--- config.mk ---
export PLATFORM = sky130hd
export DESIGN_NAME = kci_div
export DESIGN_NICKNAME = d
export VERILOG_FILES = /design/src/rtl/kci_pkg.sv /design/src/rtl/kci_div.sv
export SDC_FILE = /design/constraint.sdc
export NUM_CORES = 2
export LEC_CHECK = 0
export ABC_AREA = 1
export BUFFER_PORTS_ARGS = -buffer_cell sky130_fd_sc_hd__buf_4
export CAP_MARGIN = 5
export CORE_MARGIN = 1.5
export CORE_UTILIZATION = 35
export CTS_CLUSTER_DIAMETER = 50
export DETAILED_ROUTE_END_ITERATION = 7
export SYNTH_ARGS = -nofsm -noshare
export SYNTH_HDL_FRONTEND = slang
export SYNTH_SLANG_ARGS = --single-unit
--- constraint.sdc ---
create_clock -name clk -period 3.4 [get_ports clk]
set_clock_uncertainty 0.2 [all_clocks]
set_input_delay 0.85 -clock clk [delete_from_list [all_inputs] [get_ports clk]]
set_output_delay 0.85 -clock clk [all_outputs]
set_load 0.02 [all_outputs]
--- src/rtl/kci_pkg.sv ---
// shared types and constants for the keyframe curve interpolator
// no dependencies
`default_nettype none
package kci_pkg;

  localparam int FRAC_BITS = 16;
  localparam int T_BITS    = 16;
  localparam int VAL_W     = 32;
  localparam int TW        = T_BITS + 1;    // t spans 0..one inclusive
  localparam int REM_W     = VAL_W + 1;
  localparam int WW        = T_BITS + 4;    // signed blend weight
  localparam int PW        = VAL_W + WW;    // one weighted term
  localparam int SW        = PW + 2;        // sum of four terms
  localparam int RW        = SW - T_BITS;   // sum after the fraction shift

  typedef enum logic [1:0] {
    FN_HOLD    = 2'd0,
    FN_LINEAR  = 2'd1,
    FN_HERMITE = 2'd2,
    FN_BEZIER  = 2'd3
  } func_e_t;

  typedef enum logic [1:0] {
    TS_ZERO = 2'd0,
    TS_ONE  = 2'd1,
    TS_DIV  = 2'd2
  } tsel_t;

  typedef struct packed {
    func_e_t                   func;
    logic                      hold;
    logic                      whole;
    tsel_t                     tsel;
    logic signed [VAL_W-1:0]   lv;
    logic signed [VAL_W-1:0]   ot;
    logic signed [VAL_W-1:0]   it;
    logic signed [VAL_W-1:0]   rv;
  } side_t;

endpackage
`default_nettype wire

--- src/rtl/kci_div.sv ---
// pipelined restoring divider, one quotient bit per stage, side data rides along
// depends on kci_pkg
`default_nettype none
module kci_div (
  input  wire logic                        clk,
  input  wire logic                        rst_n,
  input  wire logic                        in_vld,
  input  wire logic [kci_pkg::VAL_W-1:0]   num,
  input  wire logic [kci_pkg::VAL_W-1:0]   den,
  input  wire kci_pkg::side_t              in_side,
  output logic                             out_vld,
  output logic [kci_pkg::T_BITS-1:0]       quot,
  output kci_pkg::side_t                   out_side
);
  import kci_pkg::*;

  logic [T_BITS-1:0]  vld_r;
  logic [VAL_W-1:0]   rem_r  [T_BITS];
  logic [VAL_W-1:0]   den_r  [T_BITS];
  logic [T_BITS-1:0]  q_r    [T_BITS];
  side_t              side_r [T_BITS];

  for (genvar i = 0; i < T_BITS; i++) begin : g_stage
    logic [VAL_W-1:0]  rem_in;
    logic [VAL_W-1:0]  den_in;
    logic [T_BITS-1:0] q_in;
    side_t             side_in;
    logic              v_in;
    logic [REM_W-1:0]  sh;
    logic [REM_W-1:0]  diff;
    logic              ge;

    if (i == 0) begin : g_first
      assign rem_in  = num;
      assign den_in  = den;
      assign q_in    = '0;
      assign side_in = in_side;
      assign v_in    = in_vld;
    end else begin : g_rest
      assign rem_in  = rem_r[i-1];
      assign den_in  = den_r[i-1];
      assign q_in    = q_r[i-1];
      assign side_in = side_r[i-1];
      assign v_in    = vld_r[i-1];
    end

    // remainder stays below the divisor, so the shifted value fits REM_W
    assign sh   = {rem_in, 1'b0};
    assign diff = sh - {1'b0, den_in};
    assign ge   = ~diff[REM_W-1];

    always_ff @(posedge clk) begin
      if (!rst_n) begin
        vld_r[i] <= 1'b0;
      end else begin
        vld_r[i] <= v_in;
      end
    end

    always_ff @(posedge clk) begin
      rem_r[i]  <= ge ? diff[VAL_W-1:0] : sh[VAL_W-1:0];
      den_r[i]  <= den_in;
      q_r[i]    <= {q_in[T_BITS-2:0], ge};
      side_r[i] <= side_in;
    end
  end

  assign out_vld  = vld_r[T_BITS-1];
  assign quot     = q_r[T_BITS-1];
  assign out_side = side_r[T_BITS-1];

endmodule
`default_nettype wire

==> reports/qor.txt <==
Final min period: 2972 ps
power density over the cells: 937.7 nW/um^2
internal power: 79980 uW
Synthesized Nets: 14230
port buffer count: 351
Die Span X: 571.4 um
drt drc: 0
Die Footprint: 326500 um^2
synth unique cells: 34
antenna violations before repair: 8
std cell rows: 208
global-route wire length before repair: 426000 um
Total GRT Usage: 16.68%
Setup WS post-layout: 428.4 ps
DR vias/cell: 4.248
TritonCTS clock tree: yes
met3 Usage GRT: 2.794%
Num CTS Buffers: 373
grt ovf: 0
met2 usage: 28.97%
Inst Count DP: 18090
core area: 321100 um^2
DR iter-0 viols: 4530
min-delay src: side_r[1][480]
min-delay worst type: reg2reg
wire length per cell: 14.58 um
Top cell by count, worst path: nand2_1
worst skew pair latency: 950 ps
gr busiest metal: met2
layout cells sized above 1: 8.686%
DRT antenna net count: 0
slowest CP cell: fa_1
Worst Path Buf+Inv: 1
top cell family by delay on the critical path: simple AND/OR/NAND/NOR gates
critical path data required time: 3980 ps
flops & latches, synth: 3256
combinational share of power: 31.4%
dpl ws: 357.5 ps
Fmax: 336.5 MHz
LEAKAGE: 0.07092 uW
worst-case reg-to-reg path depth: 14
CP Class: reg2reg
synth cell count leaders: 4964 x nand2_1, 3256 x dfxtp_1, 2345 x inv_1, 582 x nor2_1, 496 x ha_1
top cells by area, synth: dfxtp_1 58%, nand2_1 16%, inv_1 7.8%, ha_1 5.5%, nand3_1 2.1%
Multi-input gate area: 38030 um^2
Synth Flop Type: dfxtp_1
die height: 571.4 um
post-synth top area share: 57.65%
max cap viols: 0
post-cts resize count: 0
fill cell count: 32110
CP max FO: 32
clk buf depth: 4
GR Util met1: 20.45%
status: finished clean
Psw: 46840 uW
Layout Nets: 15080
# Post-CTS Setup Buffers: 0
via count: 80670
Min Hold Slack: 104.6 ps
number of global-route vias before repair: 78330
Syn Std Cell Area: 113100 um^2
worst vdd ir: 0.5870 mV
detailed-placement wirelength estimate: 216700 um
clk sinks: 3256
Seq/Total Area, Yosys: 57.65%
CTS clk-pin slew, worst paths: 60 ps
Least-Margin Pin Slew: 790.0 ps
Reg area: 65180 um^2
setup tns final: 0 ps
Critical R2R Launch: den_r[8][0]
Root Driver: clkbuf_16
hold path depth: 0
most common cell in the netlist: nand2_1
Rel. slew slack: 47.14%
DRT Pass-1 Iters: 6
Net Sw Frac: 36.93%
asr flop ratio synth: 0%
Post-Route WL: 277000 um
largest net degree at the start of global routing: 33
critical path endpoint category: flop
Reg power frac: 36.8%
fin cells: 18990
Synth Instances: 13510
Initial Util: 35.21%
synth-to-layout area growth: 19.61%
Tcrit/Tclk final: 87.40%
io pins: 352
Final Hold Fails: 0
Syn. warnings: 0
crit-path max cell delay: 520 ps
WP data arrival: 3550 ps
post-synth top area cell: dfxtp_1
cell breakdown of the critical path: inv_1, fa_1, nand2_1, nand2_1, nand3_2, nand2_2, nand2_1, nand2_2, nand2_2, nand2_2, nand2_1, nand2_2, nand2_1, nand2_1
syn avg cell area: 8.367 um^2
Final Max Slew Viols: 0
H-tree levels: 5
WHS Endpoint: side_r[1][614]
slack of the worst reg-to-reg path: 430 ps
final setup vio count: 0
RSZ-0062 raised after global routing: no
clock power share: 31.8%
number of flops mapped to enable cells by yosys: 0
r2r endpoint: rem_r[9][28]
Setup crit start kind: flop
Final GP Congestion: 0.9788
==> metrics by stage <==
stage          instance area (um^2)  utilization [%]  power [uW]
2_1_floorplan                113100                -       76210
3_3_place_gp                 120200            37.44       86620
3_5_place_dp                 120200            37.44       86960
4_1_cts                      135200            42.11      128200
5_1_grt                      135200            42.11      135700
6_report                     135200            42.11      126800
==> power groups by stage <==
stage	registers, uW	clock network, uW	logic, uW
finish	46700	40300	39900
global route	47100	43300	45300
CTS	46700	41600	39800
detailed placement	47500	0	39400
global placement	47500	0	39100
floorplan	46000	0	30200
==> worst max-delay path by stage <==
stage / from / to / slack, ps / cells after the start
final: den_r[8][0] / rem_r[9][28] / 430 / 14
after detailed placement: num[8] / rem_r[0][29] / 360 / 13
after CTS: den_r[10][0] / rem_r[11][22] / 400 / 14
after global routing: den_r[10][0] / rem_r[11][24] / 200 / 14
after floorplan: den[0] / rem_r[0][5] / 800 / 15
after global placement: num[8] / rem_r[0][29] / 270 / 13
==> metal layers <==
layer / share of wire (%) / routed length [um]
met1: 44 / 122800
met2: 47 / 129900
met3: 4.7 / 13130
met4: 4.0 / 11140
met5: 0.011 / 30
==> kinds of logic after synthesis <==
group | share of synthesized area [%]
buffers and inverters | 8.721
xor gates and xnor gates | 1.743
adders and majority gates | 5.754
and+or+nand+nor | 23.69
AOI/OAI and AO/OA | 2.446
DFF | 57.65
==> flip-flops by register name, indices dropped and copies added, names as in the netlist <==
signal / flops
rem_r: 480
g_stage.v_in: 15
q_r: 136
side_r: 2144
den_r: 480
out_vld: 1
==> area by class of cell <==
cell class	count	share of cell area, %
Antenna cell	7	0.01295
Inverter	2360	6.550
Timing Repair Buffer	567	3.536
Multi-Input combinational cell	7806	28.12
Sequential cell	3256	48.20
Clock buffer	474	7.664
Clock inverter	215	1.940
Tap cell	4305	3.983
==> timing repair <==
action | CTS | global route
hold buffers | 200 | 0
hold endpoints to repair | 211 | 0
setup endpoints to repair | 0 | 0
==> cell usage in the layout (no fill, tap or decap), drive strengths merged, types with 135 or more instances in the layout <==
master	synthesis	final
nand2	5141	5141
dfxtp	3256	3256
inv	2360	2432
nor2	613	613
ha	496	496
nand3	477	477
clkbuf	2	474
a21oi	380	380
buf	90	367
xor2	225	225
dlygate4sd3	0	200
nand4	135	135
No activity file was read; power rests on OpenSTA's default activity.
